===== src/rtl/eeasc_pkg.sv =====
`timescale 1ns / 1ps
// ----------------------------------------------------------------------------
// eeasc_pkg: shared types and constants
// Types and constant tables shared by the electrical angle sine/cosine core.
// ----------------------------------------------------------------------------
package eeasc_pkg;

  // Width of the CORDIC x and y datapath, Q2.30 with headroom.
  localparam int XW = 34;
  // Width of the mechanical speed times pole pair product.
  localparam int SpdProdW = 39;
  // Largest number of rotation cells that the angle table supports.
  localparam int MaxStages = 24;

  // Starting x value: the inverse CORDIC gain in Q2.30.
  localparam logic signed [XW-1:0] CordicGainQ30 = 34'sd652032874;

  // Configuration register indexes.
  localparam logic [1:0] RegPolePairs   = 2'd0;
  localparam logic [1:0] RegAlignOffset = 2'd1;
  localparam logic [1:0] RegFrameCorr   = 2'd2;

  // atan(2^-i) as a fraction of one turn, scaled by 2^32.
  localparam logic [31:0] AtanTurns [MaxStages] = '{
    32'h20000000, 32'h12E4051E, 32'h09FB385B, 32'h051111D4,
    32'h028B0D43, 32'h0145D7E1, 32'h00A2F61E, 32'h00517C55,
    32'h0028BE53, 32'h00145F2F, 32'h000A2F98, 32'h000517CC,
    32'h00028BE6, 32'h000145F3, 32'h0000A2F9, 32'h0000517C,
    32'h000028BE, 32'h0000145F, 32'h00000A2F, 32'h00000517,
    32'h0000028B, 32'h00000145, 32'h000000A2, 32'h00000051
  };

  typedef struct packed {
    logic [6:0]  pole_pair_count;
    logic [15:0] alignment_offset;
    logic [15:0] frame_correction;
  } cfg_t;

  // Data handed from one pipeline cell to the next.
  typedef struct packed {
    logic signed [XW-1:0]       x;
    logic signed [XW-1:0]       y;
    logic [31:0]                z;
    logic [15:0]                elec_angle;
    logic                       flip;
    logic signed [SpdProdW-1:0] spd_prod;
    logic                       spd_present;
  } cell_data_t;

endpackage


===== src/rtl/eeasc_if.sv =====


interface eeasc_out_if;
  logic               valid;
  logic               ready;
  logic signed [15:0] elec_angle;
  logic signed [15:0] sine_value;
  logic signed [15:0] cosine_value;
  logic signed [31:0] elec_speed;
  logic               speed_valid;

  modport source (output valid, elec_angle, sine_value, cosine_value, elec_speed,
                  speed_valid, input ready);
  modport sink   (input valid, elec_angle, sine_value, cosine_value, elec_speed,
                  speed_valid, output ready);
endinterface


===== src/rtl/eeasc_back.sv =====
`timescale 1ns / 1ps
// ----------------------------------------------------------------------------
// eeasc_back: result cell
// Undoes the half-turn fold, rounds sine and cosine to Q1.15, saturates the
// electrical speed and holds the result for the output channel.
// ----------------------------------------------------------------------------
module eeasc_back (
  input  logic                  clk_i,
  input  logic                  rst_ni,
  input  logic                  valid_i,
  output logic                  ready_o,
  input  eeasc_pkg::cell_data_t data_i,
  eeasc_out_if.source           out_o
);

  localparam int EW = eeasc_pkg::XW + 1;

  logic signed [EW-1:0] x_ext;
  logic signed [EW-1:0] y_ext;
  logic signed [EW-1:0] x_rnd;
  logic signed [EW-1:0] y_rnd;
  logic signed [15:0]   cos_d;
  logic signed [15:0]   sin_d;
  logic signed [31:0]   spd_d;
  logic                 valid_q;
  logic signed [15:0]   angle_q;
  logic signed [15:0]   sin_q;
  logic signed [15:0]   cos_q;
  logic signed [31:0]   spd_q;
  logic                 spd_vld_q;

  assign x_ext = data_i.flip ? -EW'(data_i.x) : EW'(data_i.x);
  assign y_ext = data_i.flip ? -EW'(data_i.y) : EW'(data_i.y);
  // Round half up from Q2.30 to Q1.15.
  assign x_rnd = (x_ext + EW'(16384)) >>> 15;
  assign y_rnd = (y_ext + EW'(16384)) >>> 15;

  always_comb begin
    if (x_rnd > EW'(32767)) begin
      cos_d = 16'sd32767;
    end else if (x_rnd < -EW'(32768)) begin
      cos_d = -16'sd32768;
    end else begin
      cos_d = x_rnd[15:0];
    end
    if (y_rnd > EW'(32767)) begin
      sin_d = 16'sd32767;
    end else if (y_rnd < -EW'(32768)) begin
      sin_d = -16'sd32768;
    end else begin
      sin_d = y_rnd[15:0];
    end
    if (!data_i.spd_present) begin
      spd_d = '0;
    end else if (data_i.spd_prod > eeasc_pkg::SpdProdW'(2147483647)) begin
      spd_d = 32'sh7FFFFFFF;
    end else if (data_i.spd_prod < -eeasc_pkg::SpdProdW'(64'sd2147483648)) begin
      spd_d = 32'sh80000000;
    end else begin
      spd_d = data_i.spd_prod[31:0];
    end
  end

  assign ready_o = !valid_q || out_o.ready;

  always_ff @(posedge clk_i or negedge rst_ni) begin
    if (!rst_ni) begin
      valid_q <= 1'b0;
    end else if (ready_o) begin
      valid_q <= valid_i;
    end
  end

  always_ff @(posedge clk_i) begin
    if (valid_i && ready_o) begin
      angle_q   <= data_i.elec_angle;
      sin_q     <= sin_d;
      cos_q     <= cos_d;
      spd_q     <= spd_d;
      spd_vld_q <= data_i.spd_present;
    end
  end

  assign out_o.valid        = valid_q;
  assign out_o.elec_angle   = angle_q;
  assign out_o.sine_value   = sin_q;
  assign out_o.cosine_value = cos_q;
  assign out_o.elec_speed   = spd_q;
  assign out_o.speed_valid  = spd_vld_q;

endmodule


===== src/flat_wrapper.sv =====
// flat-port wrapper written by rule: the top's interface ports become plain ports
module eeasc_back_flat 
  (clk_i, rst_ni, valid_i, ready_o, data_i, out_o_valid, out_o_elec_angle, out_o_sine_value, out_o_cosine_value, out_o_elec_speed, out_o_speed_valid, out_o_ready);
  eeasc_out_if out_o_i ();
  input  logic clk_i;
  input  logic rst_ni;
  input  logic valid_i;
  output logic ready_o;
  input  eeasc_pkg::cell_data_t data_i;
  output wire logic [$bits(out_o_i.valid)-1:0] out_o_valid;
  output wire logic [$bits(out_o_i.elec_angle)-1:0] out_o_elec_angle;
  output wire logic [$bits(out_o_i.sine_value)-1:0] out_o_sine_value;
  output wire logic [$bits(out_o_i.cosine_value)-1:0] out_o_cosine_value;
  output wire logic [$bits(out_o_i.elec_speed)-1:0] out_o_elec_speed;
  output wire logic [$bits(out_o_i.speed_valid)-1:0] out_o_speed_valid;
  input wire logic [$bits(out_o_i.ready)-1:0] out_o_ready;
  assign out_o_valid = out_o_i.valid;
  assign out_o_elec_angle = out_o_i.elec_angle;
  assign out_o_sine_value = out_o_i.sine_value;
  assign out_o_cosine_value = out_o_i.cosine_value;
  assign out_o_elec_speed = out_o_i.elec_speed;
  assign out_o_speed_valid = out_o_i.speed_valid;
  assign out_o_i.ready = out_o_ready;
  eeasc_back u_core (.clk_i(clk_i), .rst_ni(rst_ni), .valid_i(valid_i), .ready_o(ready_o), .data_i(data_i), .out_o(out_o_i));
endmodule

===== config.mk =====
export PLATFORM = sky130hd
export DESIGN_NAME = eeasc_back_flat
export DESIGN_NICKNAME = d
export VERILOG_FILES = /design/src/rtl/eeasc_pkg.sv /design/src/rtl/eeasc_if.sv /design/src/rtl/eeasc_back.sv /design/src/flat_wrapper.sv
export SDC_FILE = /design/constraint.sdc
export NUM_CORES = 1
export LEC_CHECK = 0
export CORE_ASPECT_RATIO = 0.75
export CORE_MARGIN = 4
export CORE_UTILIZATION = 65
export CTS_BUF_LIST = sky130_fd_sc_hd__clkbuf_16
export DETAILED_ROUTE_END_ITERATION = 6
export DONT_BUFFER_PORTS = 1
export MAX_ROUTING_LAYER = met4
export PLACE_DENSITY = 0.79
export SKIP_CTS_REPAIR_TIMING = 1
export SYNTH_ARGS = -nofsm -noshare
export SYNTH_HDL_FRONTEND = slang
export SYNTH_SLANG_ARGS = --single-unit

===== constraint.sdc =====
create_clock -name clk_i -period 8.3 [get_ports clk_i]
set_input_delay 1.66 -clock clk_i [delete_from_list [all_inputs] [get_ports clk_i]]
set_output_delay 1.66 -clock clk_i [all_outputs]
set_load 0.02 [all_outputs]

# ---- Yosys cells after proc, flatten, opt, wreduce, memory -nomap -nowiden
# Cells that the tools add are included.
dict set report word_totals {
  reg_bits 82
  latch_bits 0
  mem_bits_rw 0
  rom_bits 0
  input_bits 161
  out_inout_bits 83
  wordCells 28
  memories 0
}
dict set report op_classes {
  add_sub_neg 4
  multipliers 0
  n_div 0
  magnitude_cmp 6
  eq_ne 0
  shift 0
  mux 6
  bitwise_logic 1
  n_reduce_logical 4
}
# op count
set op_table {}
lappend op_table {{$add A35 B16 Y35 const B} 2}
lappend op_table {{$mux W35} 2}
lappend op_table {{$neg A34 Y35} 2}
lappend op_table {{$gt A20 B16 Y1 const B} 2}
lappend op_table {{$lt A20 B16 Y1 const B} 2}
lappend op_table {{$gt A39 B32 Y1 const B} 1}
lappend op_table {{$lt A39 B32 Y1 const B} 1}
lappend op_table {{$mux W16} 2}
lappend op_table {{$mux W32} 1}
lappend op_table {{$mux W31} 1}
lappend op_table {{$reduce_or A2 Y1} 1}
lappend op_table {{$logic_and A1 B1 Y1} 1}
lappend op_table {{$logic_not A1 Y1} 1}
lappend op_table {{$logic_or A1 B1 Y1} 1}
lappend op_table {{$not A1 Y1} 1}

# ---- Logic depth before layout (Yosys ltp)
dict set report depth {
  word_depth 5
  depth_mapped 16
  depth_no_buf 12
}

# ---- Least setup slack after synthesis
# Ideal clock, no wire load.
dict set report synth_path {
  path_kind {input-to-reg}
  start {input port data_i[40] in the netlist's numbering}
  end {register u_core.cos_q[10] (netlist: u_core.out_o.cosine_value[10]), data pin}
  setup_ps 270
  arrival_time_ps 5150
  required_ps 8030
  path_slack_ps 2879
  stages 16
  path_buffers 6
  cell_sequence {buf_2 -> clkbuf_1 -> clkbuf_1 -> clkbuf_1 -> clkbuf_1 -> o21ai_0 -> xnor2_1 -> ha_1 -> nor2b_1 -> mux2i_1 -> nor3_1 -> nand4_1 -> a22o_1 -> o211ai_1 -> clkbuf_1 -> o21ai_0}
}
dict set report synth_between {
  elab_chain_cells 4
  word_cells_on_any_way 5
  cone_classes {add/sub (1); order compare (2); mux (2)}
}
# element line_no
set synth_rtl {}
lappend synth_rtl {{start, declared} flat_wrapper.sv:9} ;# input eeasc_pkg::cell_data_t data_i;
lappend synth_rtl {{$mux W35 *} eeasc_back.sv:32} ;# assign x_ext = data_i.flip ? -EW'(data_i.x) : EW'(data_i.x);
lappend synth_rtl {{$add A35 B16 Y35 *} eeasc_back.sv:35} ;# assign x_rnd = (x_ext + EW'(16384)) >>> 15;
lappend synth_rtl {{$lt A20 B16 Y1} eeasc_back.sv:41} ;# end else if (x_rnd < -EW'(32768)) begin
lappend synth_rtl {{$mux W16} eeasc_back.sv:41}
lappend synth_rtl {{end signal, assigned} eeasc_back.sv:78} ;# cos_q <= cos_d;
lappend synth_rtl {{end, declared} eeasc_back.sv:28} ;# logic signed [15:0] cos_q;
# Mark *: on every way between the ends. The rest lies on a longest branch, timed or not.
# A chain may end at the register's enable or synchronous reset.

# ---- Worst setup path in the final report
dict set report layout_path {
  start {input port data_i[96] in the netlist's numbering}
  end {register u_core.sin_q[13] (netlist: u_core.out_o.sine_value[13]), data pin}
}
dict set report layout_between {
  elab_chain_cells 5
  word_cells_on_any_way 6
  cone_classes {add/sub (2); order compare (2); mux (2)}
}
# element line_no
set layout_rtl {}
lappend layout_rtl {{$neg A34 Y35} eeasc_back.sv:33} ;# assign y_ext = data_i.flip ? -EW'(data_i.y) : EW'(data_i.y);
lappend layout_rtl {{$mux W35 *} eeasc_back.sv:33}
lappend layout_rtl {{$add A35 B16 Y35 *} eeasc_back.sv:36} ;# assign y_rnd = (y_ext + EW'(16384)) >>> 15;
lappend layout_rtl {{$lt A20 B16 Y1} eeasc_back.sv:48} ;# end else if (y_rnd < -EW'(32768)) begin
lappend layout_rtl {{$mux W16} eeasc_back.sv:48}
lappend layout_rtl {{end signal, assigned} eeasc_back.sv:77} ;# sin_q <= sin_d;
lappend layout_rtl {{end, declared} eeasc_back.sv:27} ;# logic signed [15:0] sin_q;
# Marked as above.

==> results by group <==
Clocking
  • Clock sink count: 82
  • CTS buffer count: 9
  • CTS tree: yes
  • Max clock buf depth: 2
  • Worst-path clk slew: 0.06 ns
  • H-tree depth: 3
  • Root buffer cell: clkbuf_16
  • Worst skew pair latency: 0.34 ns

Setup path
  • Worst Setup Start Kind: input port
  • CP endpoint kind: register
  • Crit path required time: 8.45 ns
  • CP max stage delay: 0.81 ns
  • Flop-to-flop setup slack: 6.25 ns
  • Setup CP Type: input port to register
  • Worst flop-to-flop path startpoint: u_core.out_o.valid$_DFFE_PN0N_
  • Worst r2r path cells: 2
  • Arrival @ worst endpoint: 6.20 ns
  • Worst-path cell chain: nor4_1 -> nand4_1 -> or3_1 -> xnor2_1 -> o31ai_1 -> nand4b_1 -> o21bai_1 -> nand3_1 -> a22oi_1
  • Slowest CP cell: o21bai_1
  • R2R Path End: u_core.out_o.elec_angle[0]$_DFFE_PP_
  • Crit-path max FO: 14

Layout
  • Share of cells above drive strength 1: 7.09%
  • Final Instance Area: 5810 µm²
  • Net count, final: 736
  • Post-Route Utilization: 71.8%
  • Register area: 2460 µm²
  • Post-synthesis to final-layout area growth: 4.50%
  • Area of the multi-input gates: 2890 µm²
  • N_diodes: 0
  • Fillcell total: 597

Synth
  • Register area share after synthesis: 44.2%
  • Post-Syn Area: 5560 µm²
  • EDFF count, synth: 81
  • Synth area leaders: edfxtp_1 44%, nor2_1 6.0%, xnor2_1 5.7%
  • Syn Area/Cell: 9.27 µm²
  • Flops & latches, synth: 82
  • Top-area cell type share of the netlist area: 43.8%
  • Synth Flop Type: edfxtp_1
  • Area leader, netlist: edfxtp_1
  • Synth Instances: 600
  • Async SR Flop Fraction: 1.22%
  • Yosys warnings: 0
  • Unique cell type count in the Yosys netlist: 68
  • Mapped Nets: 763

Run status
  • Status: complete, no violations

Drt
  • Via count: 4655
  • Post-DR wirelength/cell: 21.0 µm
  • Post-route ant nets: 0
  • WL final: 14.3 mm
  • Routed vias/inst: 6.82
  • Pre-antenna DRT Iters: 6
  • Remaining DRCs: 0
  • Initial DRC count: 525

Pwr
  • Reg power frac: 51.3%
  • Clk pwr share: 35.8%
  • Sw Share: 28.5%
  • Combinational share of power: 12.9%
  • Sw Pwr: 0.299 mW
  • Internal power: 0.751 mW
  • PwrDens: 181 nW/µm²
  • Leakage Power: 1.87 nW
  • Worst VDD drop: 0.146 mV

Min path
  • Hold Crit Class: register to register
  • Hold Path Stages: 2
  • Hold Path Origin: u_core.out_o.valid$_DFFE_PN0N_
  • Hold endpoint: u_core.out_o.valid$_DFFE_PN0N_

Global route
  • Initial antenna violation count: 0
  • First-pass GRT wire length: 22.1 mm
  • Largest net degree at the start of global routing: 82
  • Vias in the first global route: 4326
  • GRT Residual Overflow: 0
  • Total track usage: 28.8%

Place
  • Post-DP HPWL: 10.7 mm
  • GPL Wtd Cong: 0.912
  • Placed inst area: 5530 µm²
  • Port bufs: 0

Timing
  • Final period util: 73.0%
  • Hold violation total from the final report: 0
  • Unrepaired setup endpoints after global routing: false
  • Final setup TNS: 0 ns
  • Achievable Freq: 165 MHz
  • Slew margin rel.: 18.0%
  • Measured slew at the worst slew-check pin: 1.23 ns
  • Final setup violating endpoints: 0
  • Minimum clock period: 6.06 ns
  • Clk_skew: 0.0112 ns
  • Slew Viols, Final: 0

Die
  • Chip height: 88.1 µm
  • Io pins: 244
  • Site Rows: 28
  • Die width: 115 µm
  • Core area: 8090 µm²
  • Die area: 10100 µm²
  • Initial Util: 68.7%

Flow run
  • Max_cap viols: 0
==> final cells by class <==
cell class,instances,share of cell area [%]
multi-input combinational,466,49.7
sequential,82,42.3
clock buffer,9,3.88
tap,105,2.26
clock inverter,7,0.905
inverter,13,0.840
timing repair buffer,1,0.129
==> flip-flops by register name, indices dropped and copies added (netlist names) <==
name                       cells
u_core.out_o.valid             1
u_core.out_o.speed_valid       1
u_core.out_o.elec_angle       16
u_core.out_o.cosine_value     16
u_core.out_o.sine_value       16
u_core.out_o.elec_speed       32
==> placed cells by master (no fill, tap or decap), drive strengths merged, types with 3 or more instances in the layout <==
cell	count
nand2	49
a41oi	3
a21oi	23
o31ai	10
nor3	16
and3	5
xnor2	36
nand2b	6
and4	4
mux2i	5
nand4b	4
o22ai	6
a2111oi	4
o21ai	43
and2	4
o211ai	16
or2	8
o21bai	3
mux2	3
clkbuf	9
xor2	18
a22oi	4
nor2	89
nor2b	4
nand3	13
nor4	15
or4	8
a31oi	7
edfxtp	81
a211oi	4
nand4	15
inv	16
or3	10
==> per-stage QoR <==
step	hold WS (ns)	power (mW)	setup slack [ns]	cells
6_report	0.905	1.05	2.24	683
5_1_grt	0.963	1.09	1.82	683
4_1_cts	0.915	1.05	2.39	683
3_5_place_dp	0.902	0.682	2.13	667
3_3_place_gp	0.829	0.675	2.35	667
2_1_floorplan	0.783	0.664	2.88	600
==> power by group through the flow <==
stage	Combinational, mW	Clock [mW]	Sequential, mW
after floorplan	0.121	0	0.543
final	0.136	0.376	0.538
after CTS	0.135	0.377	0.540
after detailed placement	0.134	0	0.548
after global routing	0.152	0.401	0.540
after global placement	0.128	0	0.547
==> layer usage <==
layer | global-route usage, % | part of all wire, % | up-vias
li1 | - | - | 2188
met1 | 35.0 | 39 | 2172
met2 | 46.6 | 48 | 274
met3 | 8.84 | 11 | 21
met4 | 8.42 | 1.8 | 0
met5 | - | 0 | -
==> cell usage after synthesis (3+ instances only) <==
| master | instances |
|---|---|
| o22ai_1 | 6 |
| or4_1 | 7 |
| nand2b_1 | 6 |
| nor4_1 | 15 |
| nand3_1 | 13 |
| a31oi_1 | 7 |
| and2_1 | 4 |
| nor2b_1 | 4 |
| nand4_1 | 15 |
| buf_2 | 6 |
| a22oi_1 | 4 |
| o21bai_1 | 3 |
| nor2_1 | 89 |
| o21ai_0 | 41 |
| and3_1 | 4 |
| or2_2 | 8 |
| nor3_1 | 16 |
| xnor2_1 | 36 |
| and4_1 | 4 |
| mux2_2 | 3 |
| inv_1 | 12 |
| xor2_1 | 18 |
| a41oi_1 | 3 |
| a21oi_1 | 23 |
| nand2_1 | 49 |
| clkbuf_1 | 29 |
| or3_1 | 10 |
| mux2i_1 | 5 |
| o31ai_1 | 10 |
| edfxtp_1 | 81 |
| nand4b_1 | 4 |
| o211ai_1 | 16 |
==> how the worst max path moves through the flow <==
| stage | startpoint | endpoint | depth (start not counted) |
|---|---|---|---|
| 6_report | data_i[96] | u_core.out_o.sine_value[13]$_SDFFCE_PN1P_ | 9 |
| 4_1_cts | data_i[96] | u_core.out_o.sine_value[13]$_SDFFCE_PN1P_ | 9 |
| 5_1_grt | data_i[96] | u_core.out_o.sine_value[13]$_SDFFCE_PN1P_ | 9 |
| 3_5_place_dp | data_i[96] | u_core.out_o.sine_value[11]$_SDFFCE_PN1P_ | 9 |
| 3_3_place_gp | data_i[106] | u_core.out_o.sine_value[13]$_SDFFCE_PN1P_ | 9 |
| 2_1_floorplan | data_i[40] | u_core.out_o.cosine_value[10]$_SDFFCE_PN1P_ | 16 |
==> cells by family (layout without fill, tap and decap cells) <==
| kind of cell | after synthesis | count (layout) | share of synthesized area, % |
|---|---|---|---|
| mux | 8 | 8 | 1.51 |
| fa+ha+maj | 3 | 3 | 0.630 |
| compound gates | 142 | 142 | 17.7 |
| flops | 82 | 82 | 44.2 |
| simple gates | 259 | 259 | 23.5 |
| buf+inv | 52 | 30 | 3.98 |
| xor+xnor | 54 | 54 | 8.51 |
==> worst max-delay path: cells and delay by family <==
kind | cells | cell delay (ns)
AND/OR/NAND/NOR | 5 | 2.38
AO/OA/AOI/OAI | 3 | 1.90
XOR/XNOR | 1 | 0.26
No activity file was read; power rests on OpenSTA's default activity.
