### config.mk
export PLATFORM = sky130hd
export DESIGN_NAME = eeasc_cell
export DESIGN_NICKNAME = d
export VERILOG_FILES = /design/src/rtl/eeasc_pkg.sv /design/src/rtl/eeasc_cell.sv
export SDC_FILE = /design/constraint.sdc
export NUM_CORES = 1
export LEC_CHECK = 0
export BUFFER_PORTS_ARGS = -buffer_cell sky130_fd_sc_hd__buf_4
export CORE_MARGIN = 8
export CORE_UTILIZATION = 48
export CTS_CLUSTER_DIAMETER = 80
export DETAILED_ROUTE_END_ITERATION = 8
export HOLD_SLACK_MARGIN = 0.06
export PLACE_DENSITY = 0.75
export RECOVER_POWER = 25
export SYNTH_ARGS = -nofsm -noshare
export SYNTH_HDL_FRONTEND = slang
export SYNTH_SLANG_ARGS = --single-unit
### constraint.sdc
create_clock -name clk_i -period 4.6 [get_ports clk_i]
set_clock_uncertainty 0.1 [all_clocks]
set_input_delay 0.46 -clock clk_i [delete_from_list [all_inputs] [get_ports clk_i]]
set_output_delay 0.46 -clock clk_i [all_outputs]
set_load 0.02 [all_outputs]
### src/rtl/eeasc_pkg.sv
`timescale 1ns / 1ps
// ----------------------------------------------------------------------------
// eeasc_pkg: shared types and constants
// Types and constant tables shared by the electrical angle sine/cosine core.
// ----------------------------------------------------------------------------
package eeasc_pkg;

  // Width of the CORDIC x and y datapath, Q2.30 with headroom.
  localparam int XW = 34;
  // Width of the mechanical speed times pole pair product.
  localparam int SpdProdW = 39;
  // Largest number of rotation cells that the angle table supports.
  localparam int MaxStages = 24;

  // Starting x value: the inverse CORDIC gain in Q2.30.
  localparam logic signed [XW-1:0] CordicGainQ30 = 34'sd652032874;

  // Configuration register indexes.
  localparam logic [1:0] RegPolePairs   = 2'd0;
  localparam logic [1:0] RegAlignOffset = 2'd1;
  localparam logic [1:0] RegFrameCorr   = 2'd2;

  // atan(2^-i) as a fraction of one turn, scaled by 2^32.
  localparam logic [31:0] AtanTurns [MaxStages] = '{
    32'h20000000, 32'h12E4051E, 32'h09FB385B, 32'h051111D4,
    32'h028B0D43, 32'h0145D7E1, 32'h00A2F61E, 32'h00517C55,
    32'h0028BE53, 32'h00145F2F, 32'h000A2F98, 32'h000517CC,
    32'h00028BE6, 32'h000145F3, 32'h0000A2F9, 32'h0000517C,
    32'h000028BE, 32'h0000145F, 32'h00000A2F, 32'h00000517,
    32'h0000028B, 32'h00000145, 32'h000000A2, 32'h00000051
  };

  typedef struct packed {
    logic [6:0]  pole_pair_count;
    logic [15:0] alignment_offset;
    logic [15:0] frame_correction;
  } cfg_t;

  // Data handed from one pipeline cell to the next.
  typedef struct packed {
    logic signed [XW-1:0]       x;
    logic signed [XW-1:0]       y;
    logic [31:0]                z;
    logic [15:0]                elec_angle;
    logic                       flip;
    logic signed [SpdProdW-1:0] spd_prod;
    logic                       spd_present;
  } cell_data_t;

endpackage

### src/rtl/eeasc_cell.sv
`timescale 1ns / 1ps
// ----------------------------------------------------------------------------
// eeasc_cell: one CORDIC rotation cell
// Rotates x and y by the fixed angle of its stage and registers the result.
// ----------------------------------------------------------------------------
module eeasc_cell #(
  parameter int STAGE = 0
) (
  input  logic                  clk_i,
  input  logic                  rst_ni,
  input  logic                  valid_i,
  output logic                  ready_o,
  input  eeasc_pkg::cell_data_t data_i,
  output logic                  valid_o,
  input  logic                  ready_i,
  output eeasc_pkg::cell_data_t data_o
);

  logic signed [eeasc_pkg::XW-1:0] dx;
  logic signed [eeasc_pkg::XW-1:0] dy;
  logic                            valid_q;
  eeasc_pkg::cell_data_t           data_q;
  eeasc_pkg::cell_data_t           data_d;

  assign dx = data_i.y >>> STAGE;
  assign dy = data_i.x >>> STAGE;

  always_comb begin
    data_d = data_i;
    if (!data_i.z[31]) begin
      data_d.x = data_i.x - dx;
      data_d.y = data_i.y + dy;
      data_d.z = data_i.z - eeasc_pkg::AtanTurns[STAGE];
    end else begin
      data_d.x = data_i.x + dx;
      data_d.y = data_i.y - dy;
      data_d.z = data_i.z + eeasc_pkg::AtanTurns[STAGE];
    end
  end

  assign ready_o = !valid_q || ready_i;

  always_ff @(posedge clk_i or negedge rst_ni) begin
    if (!rst_ni) begin
      valid_q <= 1'b0;
    end else if (ready_o) begin
      valid_q <= valid_i;
    end
  end

  always_ff @(posedge clk_i) begin
    if (valid_i && ready_o) begin
      data_q <= data_d;
    end
  end

  assign valid_o = valid_q;
  assign data_o  = data_q;

endmodule

# Word level (Yosys, flattened, before mapping)
# Index checks and enable logic that the tools add are counted.
# word_totals
elab_cells	17
n_memories	0
ramBits	0
in_bits	161
mem_bits_ro	0
ff_bits	158
latch_bits	0
out_inout_bits	159
# classes
n_div	0
n_reduce_logical	3
multipliers	0
n_mux	1
n_shift	0
n_lt_le_gt_ge	0
bitwise_logic	0
eq_ne	0
add_sub_neg	5
# ops
operator	n
two-way mux 100 bit	1
subtractor 34 bit	2
adder 34 bit	1
adder 32 x 30 -> 32 bit, second input constant	1
subtractor 32 x 30 -> 32 bit, second input constant	1
logical AND 1 bit	1
zero test 1 bit	1
logical OR 1 bit	1

# Depth between registers and ports, before layout
# Gate-level depths: netlist (run 1).
# depth
word_depth	3
depth_mapped	13
mapped_depth_nobuf	12

# Worst setup path before layout (run 1)
# OpenSTA, ideal clock, no wires.
# synth_timing
kind	input port to flip-flop
start	in ready_i
end	reg data_q (netlist bit data_o[0]), enable pin
required_time_ps	3966
setup_slack_ps	-364
cell_stages	2
path_buffers	0
arrival_ps	4330
cell_sequence	nand2b_1 -> and2_1
# synth_between
elab_chain_cells	2
# synth_lines
element	line	source
start: declaration	eeasc_cell.sv:15	input logic ready_i,
logical OR 1 bit	eeasc_cell.sv:41	assign ready_o = !valid_q || ready_i;
logical AND 1 bit	eeasc_cell.sv:52	if (valid_i && ready_o) begin
end signal: assignment	eeasc_cell.sv:53	data_q <= data_d;
end: declaration	eeasc_cell.sv:22	eeasc_pkg::cell_data_t data_q;
# Every way passes these cells.
# A chain may end at the register's enable or synchronous reset.

==> run_results.csv, run 1 <==
group,metric,value,unit
sta,drv_slew,37,
run,cap_violations,1,
clocking,cts_inserted_buffers,17,
global_routing,antenna_found_initial,0,
synth,synth_warnings,0,
synth,synthFlopType,"edfxtp_1",
place,pre_cts_ws,613.9,ps
power,p_clk_share,32.8,%
sta,period_share,79.13,%
drt,vias,9336,
setup_path,critPathLaunchType,"input pin",
sta,setup_viol,0,
sta,hold_viol,0,
sta,worst_slew_pin_slew,2527,ps
drt,wl_met2,18.14,mm
global_routing,grt_max_degree,121,
drt,final_antenna_net_count,0,
clocking,root_buffer,"clkbuf_16",
floorplan,initial_core_util,48.52,%
synth,syn_area_per_cell,10.11,µm²
synth,syn-cell-area,0.01049,mm²
global_routing,grt_pass1_vias,8888,
sta,timing.fmax,0.2747,GHz
global_routing,overflow,0,
run_status,violations,"capacitance limit, slew limit",
final_layout,antennaDiodeCount,0,
clocking,cts_buffer_depth,2,
final_layout,area_growth,30.40,%
drt,drc,0,
clocking,hold_buffers,1,
power,p_int,0.003142,W
floorplan,dieHeight,163.8,µm
drt,drt_iter0_drc,797,
global_routing,grt_pass1_wl,53.48,mm
power,ir_worst_vdd,0.0001760,V
floorplan,die-area,0.02684,mm²
final_layout,fin_util,63.28,%
synth,synthesis.nets,1302,
synth,async_flop_share,0.6369,%
drt,vias_per_cell,5.717,
drt,dr_wl_met3,2.806,mm
floorplan,fp-row-count,54,
clocking,cts.sinks,157,
synth,ys_seq_elements,157,
setup_path,cp.required,4660,ps
clocking,post_cts_buffers,0,
power,p_sw_share,32.20,%
setup_path,crit_fanout,13,
place,dp_hpwl,29.05,mm
setup_path,crit_path_end_kind,"flop",
place,placed_cells,1600,
final_layout,nFillCells,1808,
power,powerDensity,338.7,mW/mm²
final_layout,drive_gt1_share,26.16,%
sta,fin_crit,3640,ps
setup_path,critPathKind,"input pin to flop",
drt,top_layer,"met4",
clocking,htreeDepth,4,
drt,drt-total-wl,36.37,mm
sta,max_slew_margin,-68.56,%
clocking,insertion_delay,420,ps
final_layout,fin_cells,1633,
synth,syn-instance-count,1038,
sta,rsz0062_at_grt,"no",
synth,yosysUniqueCellTypes,72,
power,p_leak,5.977,nW
power,p_sw,0.001492,W
place,place_congestion,0.9389,
floorplan,die_w,163.8,µm
clocking,cts-resized-gates,0,
drt,met1Wirelength,14.59,mm
hold_path,worstHoldPathType,"input pin to flop",
final_layout,nets,1604,
synth,ys_seq_area_share,44.89,%
setup_path,critical_path_arrival,3700,ps
floorplan,placeableCoreArea,0.02162,mm²
drt,wire_per_inst,22.27,µm
global_routing,grt_use_total,26.13,%
place,io_buffers,319,
clocking,clk_pin_slew_worst_paths,70,ps
sta,worst_slack,959.9,ps
synth,synth_edf_count,156,
run_status,outcome,"finished, violations left",
power,combPwrFrac,28.8,%
drt,first_pass_iters,5,
clocking,tritoncts,"done",
sta,finalSetupTns,0,ps
power,pwr-share-seq,38.4,%
floorplan,ioPinCount,320,
## final timing paths
kind	startpoint	to	depth (start not counted)	slack, ps
max in group asynchronous	rst_ni	valid_o$_DFFE_PN0N_	2	4010
worst min-delay path	data_i[39]	data_o[39]$_DFFE_PP_	1	130
min in group asynchronous	rst_ni	valid_o$_DFFE_PN0N_	2	300
worst min register to register	valid_o$_DFFE_PN0N_	valid_o$_DFFE_PN0N_	2	440
worst max register to register	valid_o$_DFFE_PN0N_	data_o[88]$_DFFE_PP_	3	1130
worst max-delay path	data_i[101]	data_o[122]$_DFFE_PP_	12	960
## sequential cells by signal (all words and copies together) (netlist names)
signal and cells:
valid_o 1, data_o 156
## synth_stat cells (11+ instances only)
library cell	instances	share of area [%]
ha_1	99	12
xnor2_1	57	4.8
nor3_1	16	0.76
o211ai_1	11	0.79
a21o_1	21	1.5
a21oi_1	106	5.1
a31oi_1	16	0.95
edfxtp_1	156	45
inv_1	103	3.7
nand4_1	11	0.66
nor2b_1	12	0.72
o21ai_0	64	3.1
nand2_1	49	1.8
clkbuf_1	23	0.82
nor2_1	77	2.8
o21bai_1	12	0.86
mux2i_1	16	1.5
nand2b_1	15	0.89
nand3_1	17	0.81
## cell families after synthesis
group	Yosys count	synth area share (%)
AOI/OAI and AO/OA	313	19.27
and+or+nand+nor	232	10.65
DFF	157	44.89
buffers and inverters	152	5.665
adders and majority gates	103	12.57
xor gates and xnor gates	65	5.426
muxes	16	1.527
## power groups by stage
stage / clock network (W) / registers, W / logic, W
detailed placement: 0 / 0.00181 / 0.00133
floorplan: 0 / 0.00196 / 0.000647
global placement: 0 / 0.00181 / 0.00132
CTS: 0.00154 / 0.00178 / 0.00134
global route: 0.00160 / 0.00179 / 0.00143
finish: 0.00152 / 0.00178 / 0.00133
## worst max-delay path, cell delays in order
cell,delay [ps]
buf_4,90
inv_1,40
ha_1,590
inv_1,190
or4_1,610
a311oi_1,440
nor3_1,180
a31oi_1,300
a21oi_1,210
o31ai_1,270
o211ai_1,170
xnor2_1,150
## per-layer routing
| metal | GRT usage [%] | up-vias |
|---|---|---|
| li1 | - | 4350 |
| met2 | 45.40 | 444 |
| met5 | 0 | - |
| met1 | 32.09 | 4500 |
| met3 | 5.614 | 42 |
| met4 | 7.603 | 0 |
## cell usage in the layout (no fill, tap or decap), types with 7 or more instances in the layout
cell       instances
o21bai_1          12
clkbuf_1          20
xor2_1             8
o211ai_1          11
a21o_1            21
buf_4            219
nor2b_1           12
nand2_1           49
nand3_1           17
o21a_1            10
inv_1            103
clkbuf_4          87
clkbuf_16         17
nand4_1           11
ha_1              99
nor2_1            77
o31ai_1           10
nor3_1            16
mux2i_1           16
a31oi_1           16
xnor2_1           57
and3_1             7
o21ai_0           64
nand2b_1          15
edfxtp_1         156
a21oi_1          106
## metrics by stage
step | power, W | instance area (µm²) | hold WS [ps]
3_5_place_dp | 0.003140 | 13120 | 136.5
3_3_place_gp | 0.003127 | 13120 | 135.4
5_1_grt | 0.004819 | 13680 | 107.5
4_1_cts | 0.004656 | 13750 | 90.73
2_1_floorplan | 0.002605 | 10490 | 64.41
6_report | 0.004634 | 13680 | 128.0
## final cells by class
| class | count | area (µm²) | share of cell area (%) |
|---|---|---|---|
| Clock inverter | 14 | 200.2 | 1.463 |
| Timing Repair Buffer | 327 | 2399 | 17.53 |
| Sequential cell | 157 | 4710 | 34.42 |
| Tap cell | 280 | 350.3 | 2.561 |
| Inverter | 108 | 405.4 | 2.963 |
| Clock buffer | 18 | 429.2 | 3.137 |
| Multi-Input combinational cell | 729 | 5187 | 37.92 |
No activity file was read; power rests on OpenSTA's default activity.
==> run 2, diff against run 1 <==
- ABC_AREA: default -> 1
- CORE_UTILIZATION: 48 -> 55
- PLACE_DENSITY: 0.75 -> 0.8
- clock period: 4.6 -> 3.45 ns (I/O delays scaled with it)
==> run 2 against run 1 <==
  * The run ends with DRC, capacitance limit, slew limit left
  * Critical path depth is 8 lower
  * Wire length up 44%
  * Die area rose by 1.8%
  * Via count grew 47%
  * Synthesized cell count grew 58%
  * Final area is 18% higher
  * Clock power grew 30%
  * Largest power group unchanged
==> run_results.csv, run 2 <==
group,metric,value,unit
sta,hold_viol,0,
drt,first_pass_iters,9,
setup_path,r2r_end,"data_o[68]$_DFFE_PP_",
global_routing,grt_pass1_vias,13488,
setup_path,startpoint,"data_i[88]",
final_layout,layout_commonest_cell,"nand2_1",
setup_path,cp_cell_sequence,"buf_4 -> inv_1 -> clkbuf_1 -> o21ai_0",
synth,synth_top_family_by_area,"simple AND/OR/NAND/NOR gates",
power,finalPower,0.006489,W
synth,post-synth-top-area-cell,"edfxtp_1",
run_status,outcome,"finished, violations left",
setup_path,r2r_start,"valid_o$_DFFE_PN0N_",
power,ir_worst_vdd,0.0003108,V
global_routing,overflow,0,
sta,worst_slack,325.7,ps
floorplan,die-area,0.02733,mm²
setup_path,cpPeakStageDelay,1370,ps
global_routing,grt_pass1_wl,77.66,mm
drt,final_antenna_net_count,0,
synth,synth_fa_ha_area_share,10.75,%
clocking,htreeDepth,4,
setup_path,crit_end,"data_o[134]$_DFFE_PP_",
clocking,cts_buffer_depth,2,
clocking,clk_pin_slew_worst_paths,70,ps
final_layout,drive_gt1_share,18.11,%
setup_path,crit_fanout,36,
drt,vias,13683,
synth,yosysUniqueCellTypes,44,
final_layout,largest_reg_flops,156,
clocking,tritoncts,"done",
setup_path,path_depth,4,
sta,setup_viol,0,
synth,yosysMostFrequentCell,"nand2_1",
floorplan,dieHeight,165.3,µm
final_layout,area_growth,31.63,%
synth,syn_area_per_cell,7.460,µm²
final_layout,nFillCells,1619,
final_layout,final_cell_mix,"nand2_1 (471), inv_1 (255), buf_4 (207), edfxtp_1 (156), nand3_1 (155)",
run_status,violations,"DRC, capacitance limit, slew limit",
floorplan,fp-row-count,54,
synth,ys_seq_area_share,38.40,%
place,dp_hpwl,37.86,mm
place,io_buffers,319,
clocking,cts_inserted_buffers,17,
sta,worst_slew_pin_slew,1801,ps
synth,synthesis.nets,1908,
synth,synth_edf_count,156,
clocking,cts-resized-gates,0,
place,placed_cells,2203,
global_routing,grt_use_total,37.52,%
sta,rsz0062_at_grt,"no",
sta,fin_crit,3124,ps
setup_path,cp.required,3440,ps
drt,wire_per_inst,22.49,µm
setup_path,crit_family,"buffers and inverters",
synth,synth-simple-area-share,28.40,%
setup_path,slowest_stage,"clkbuf_1",
power,p_leak,7.910,nW
clocking,insertion_delay,440,ps
synth,ys_seq_elements,157,
setup_path,cp_num_buf_inv,3,
synth,synthFlopType,"edfxtp_1",
setup_path,r2r_slack,1550,ps
synth,synth_compound_gate_area_share,10.30,%
sta,timing.fmax,0.3201,GHz
power,powerDensity,402.0,mW/mm²
setup_path,worst-r2r-cell-count,2,
sta,period_share,90.56,%
global_routing,antenna_found_initial,2,
global_routing,grt_max_degree,91,
synth,synth_top_area_share,38.20,%
sta,finalSetupTns,0,ps
clocking,root_buffer,"clkbuf_16",
synth,async_flop_share,0.6369,%
drt,drt_iter0_drc,2183,
setup_path,critical_path_arrival,3120,ps
setup_path,critPathKind,"input pin to flop",
synth,muxShareOfSynthArea,0.08162,%
drt,drt-total-wl,52.28,mm
sta,drv_slew,37,
final_layout,fin_util,73.74,%
run,cap_violations,1,
synth,synthXorXnorAreaFrac,1.857,%
place,place_congestion,0.9898,
sta,max_slew_margin,-20.06,%
floorplan,initial_core_util,56.02,%
synth,yosys-top-cells-area,"edfxtp_1 (38%), nand2_1 (14%), ha_1 (10%)",
synth,syn-instance-count,1644,
final_layout,fin_cells,2325,
setup_path,crit_path_end_kind,"flop",
place,pre_cts_ws,497.7,ps
synth,syn-cell-area,0.01226,mm²
floorplan,placeableCoreArea,0.02189,mm²
floorplan,ioPinCount,320,
synth,synth_warnings,0,
synth,synth_commonest_cells,"nand2_1 (471), inv_1 (255), edfxtp_1 (156)",
clocking,cts.sinks,157,
floorplan,die_w,165.3,µm
final_layout,nets,2294,
hold_path,worstHoldPathType,"input pin to flop",
setup_path,critPathLaunchType,"input pin",
drt,drc,28,
drt,vias_per_cell,5.885,
## run 2: worst register-to-register path: cells and delay by family, from the launching register on
family / cells / cell delay [ps]
flip-flops: 1 / 450
buffers and inverters: 1 / 730
AO/OA/AOI/OAI: 1 / 210
## run 2: what timing repair did
action | in CTS | in global routing
buffers inserted | 0 | 0
endpoints found under the hold margin | 88 | 0
hold buffers | 88 | 0
## run 2: logic make-up (layout without fill, tap and decap cells)
| group | Yosys count | count (layout) |
|---|---|---|
| buffers and inverters | 305 | 704 |
| flip-flops | 157 | 157 |
| XOR/XNOR | 26 | 26 |
| multiplexers | 1 | 1 |
| other | 0 | 2 |
| AND/OR/NAND/NOR | 817 | 817 |
| AO/OA/AOI/OAI | 235 | 235 |
| adder cells (fa/ha/maj) | 103 | 103 |
## run 2: layout make-up
class	instances	area (µm²)	area share, %
diodes	2	5.005	0.03100
multi-input cells	1182	6315	39.12
inverters	260	975.9	6.046
clock inverters	15	162.7	1.008
repair buffers	412	3198	19.81
well taps	280	350.3	2.170
clock buffers	17	425.4	2.635
flip-flops and latches	157	4711	29.18
## run 2: routing by layer
metal  global-route usage [%]  up-vias  wire length, µm
met5                        0        -                0
met4                    20.86        0             3218
met3                    6.470      232             5971
met2                    60.58     1085            23570
met1                    47.14     6235            19520
li1                         -     6131                -
## run 2: per-stage QoR
step | hold WS (ps) | cell area (µm²)
after detailed placement | 21.13 | 14810
after global routing | 117.2 | 16140
after floorplan | -50.59 | 12280
after global placement | 20.74 | 14810
final | 108.9 | 16140
after CTS | 97.67 | 16280
## run 2: worst min-delay path by stage
stage / from / slack, ps / to / cells after the start
6_report: data_i[86] / 110 / data_o[86]$_DFFE_PP_ / 2
5_1_grt: data_i[86] / 120 / data_o[86]$_DFFE_PP_ / 2
4_1_cts: rst_ni / 100 / valid_o$_DFFE_PN0N_ / 2
3_5_place_dp: rst_ni / 20 / valid_o$_DFFE_PN0N_ / 1
3_3_place_gp: rst_ni / 20 / valid_o$_DFFE_PN0N_ / 1
2_1_floorplan: rst_ni / -50 / valid_o$_DFFE_PN0N_ / 0
## run 2: where the power goes
group	leakage, nW	total (W)	internal, W	switching (W)
clock	0.291	0.00198	0.000976	0.00100
sequential	1.50	0.00236	0.00230	0.0000671
combinational	6.12	0.00215	0.000733	0.00141
total	7.91	0.00649	0.00401	0.00248
==> run 3, diff against run 2 <==
- PLACE_DENSITY: 0.8 -> 0.83
==> run 3 against run 2 <==
  * The flow now finishes without violations
  * Via count rose by 0.98%
  * Sequential share of layout area hardly changed
  * First-iteration DRC count decreased by 9.9%
  * Critical path depth is 10 higher
  * Critical path type unchanged
  * Critical endpoint is now data_o[156]$_DFFE_PP_
==> run_results.csv, run 3 (same netlist as run 2, synthesis figures left out) <==
group,metric,value,unit
drt,final_antenna_net_count,0,
final_layout,layout_commonest_cell,"nand2_1",
clocking,cts-resized-gates,0,
setup_path,r2r_start,"valid_o$_DFFE_PN0N_",
drt,drc,0,
clocking,hold_buffers,88,
floorplan,die-area,0.02733,mm²
sta,setup_viol,0,
setup_path,crit_path_end_kind,"flop",
setup_path,critPathLaunchType,"input pin",
place,placed_cells,2205,
global_routing,antenna_found_initial,1,
setup_path,cp_num_buf_inv,2,
clocking,tritoncts,"done",
final_layout,area_growth,31.71,%
sta,rsz0062_at_grt,"no",
global_routing,grt_pass1_wl,79.01,mm
place,place_congestion,1.018,
sta,drv_slew,0,
drt,drt_iter0_drc,1967,
final_layout,nFillCells,1645,
final_layout,nets,2296,
floorplan,dieHeight,165.3,µm
setup_path,path_depth,14,
final_layout,fin_cells,2326,
global_routing,gr-usage-met1,47.33,%
power,powerDensity,408.8,mW/mm²
drt,vias,13817,
clocking,cts_inserted_buffers,17,
setup_path,worst-r2r-cell-count,2,
global_routing,grt_use_total,38.55,%
hold_path,holdPathStages,2,
clocking,htreeDepth,4,
sta,timing.fmax,0.3664,GHz
clocking,insertion_delay,460,ps
global_routing,grt_max_degree,85,
final_layout,multi_input_area,0.006315,mm²
clocking,cts.sinks,157,
floorplan,die_w,165.3,µm
final_layout,final_cell_mix,"nand2_1 (471), inv_1 (255), buf_4 (208), edfxtp_1 (156), nand3_1 (155)",
global_routing,grt_pass1_vias,13429,
sta,period_share,79.11,%
global_routing,gr-usage-met2,60.95,%
setup_path,crit_fanout,10,
setup_path,cpMostUsedCell,"nand2_1",
setup_path,critPathKind,"input pin to flop",
setup_path,cp_cell_sequence,"buf_4 -> inv_1 -> ha_1 -> nand2_1 -> nor2_2 -> nand2_2 -> nor2_2 -> nand3_1 -> nor2_1 -> nor2_1 -> nand2_1 -> nand2_1 -> nand3_1 -> nand2_1",
run_status,outcome,"finished clean",
drt,wire_per_inst,22.98,µm
sta,fin_crit,2729,ps
power,ir_worst_vdd,0.0003698,V
floorplan,fp-row-count,54,
floorplan,placeableCoreArea,0.02189,mm²
global_routing,grt_busiest_layer,"met2",
hold_path,hold_path_startpoint,"data_i[86]",
setup_path,cpPeakStageDelay,590,ps
place,dp_hpwl,37.91,mm
power,p_leak,7.900,nW
setup_path,slowest_stage,"ha_1",
sta,worst_slew_pin_slew,1434,ps
final_layout,largest_reg_flops,156,
drt,first_pass_iters,7,
setup_path,startpoint,"data_i[110]",
place,io_buffers,319,
place,dpl_cell_area,0.01482,mm²
final_layout,drive_gt1_share,17.75,%
drt,vias_per_cell,5.940,
power,finalPower,0.006603,W
global_routing,overflow,0,
clocking,clk_pin_slew_worst_paths,80,ps
clocking,post_cts_buffers,0,
sta,hold_viol,0,
clocking,root_buffer,"clkbuf_16",
clocking,cts_buffer_depth,2,
floorplan,initial_core_util,56.02,%
sta,max_slew_margin,4.270,%
hold_path,worstHoldPathType,"input pin to flop",
setup_path,cp.required,3560,ps
final_layout,seq_area,0.004711,mm²
drt,drt-total-wl,53.45,mm
setup_path,critical_path_arrival,2840,ps
final_layout,final_area,0.01615,mm²
global_routing,gr-usage-met3,9.494,%
setup_path,crit_family,"simple AND/OR/NAND/NOR gates",
floorplan,ioPinCount,320,
run,cap_violations,0,
==> run 3: per-layer routing <==
layer	up-vias	share of wire, %
li1	6121	-
met1	6235	36
met2	1172	44
met3	289	13
met4	0	7.0
met5	-	0
==> run 3: worst paths after layout <==
path | endpoint | slack, ps
worst max-delay path | data_o[156]$_DFFE_PP_ | 720
worst max register to register | data_o[45]$_DFFE_PP_ | 1780
worst min register to register | valid_o$_DFFE_PN0N_ | 640
max in group asynchronous | valid_o$_DFFE_PN0N_ | 3040
min in group asynchronous | valid_o$_DFFE_PN0N_ | 110
worst min-delay path | data_o[86]$_DFFE_PP_ | 90
==> run 3: final cells by class <==
cell class	instances	area share, %
multi-input combinational	1182	39.09
sequential	157	29.16
timing repair buffer	414	19.78
inverter	260	6.042
clock buffer	18	2.657
tap	280	2.169
clock inverter	14	1.077
antenna	1	0.01549
==> run 3: per-stage QoR <==
step,setup slack [ps],util [%],TNS [ps],hold WS [ps]
5_1_grt,703.3,73.78,0,98.13
2_1_floorplan,-138.4,-,-21580,-50.59
4_1_cts,954.0,74.50,0,73.24
3_3_place_gp,556.1,67.72,0,20.66
6_report,720.6,73.79,0,91.53
3_5_place_dp,570.8,67.72,0,27.69
==> run 3: power by group <==
group	internal, W	total (W)	leakage (nW)	switching [W]
logic	0.000733	0.00217	6.11	0.00143
registers	0.00230	0.00236	1.50	0.0000679
clock network	0.00110	0.00207	0.294	0.000972
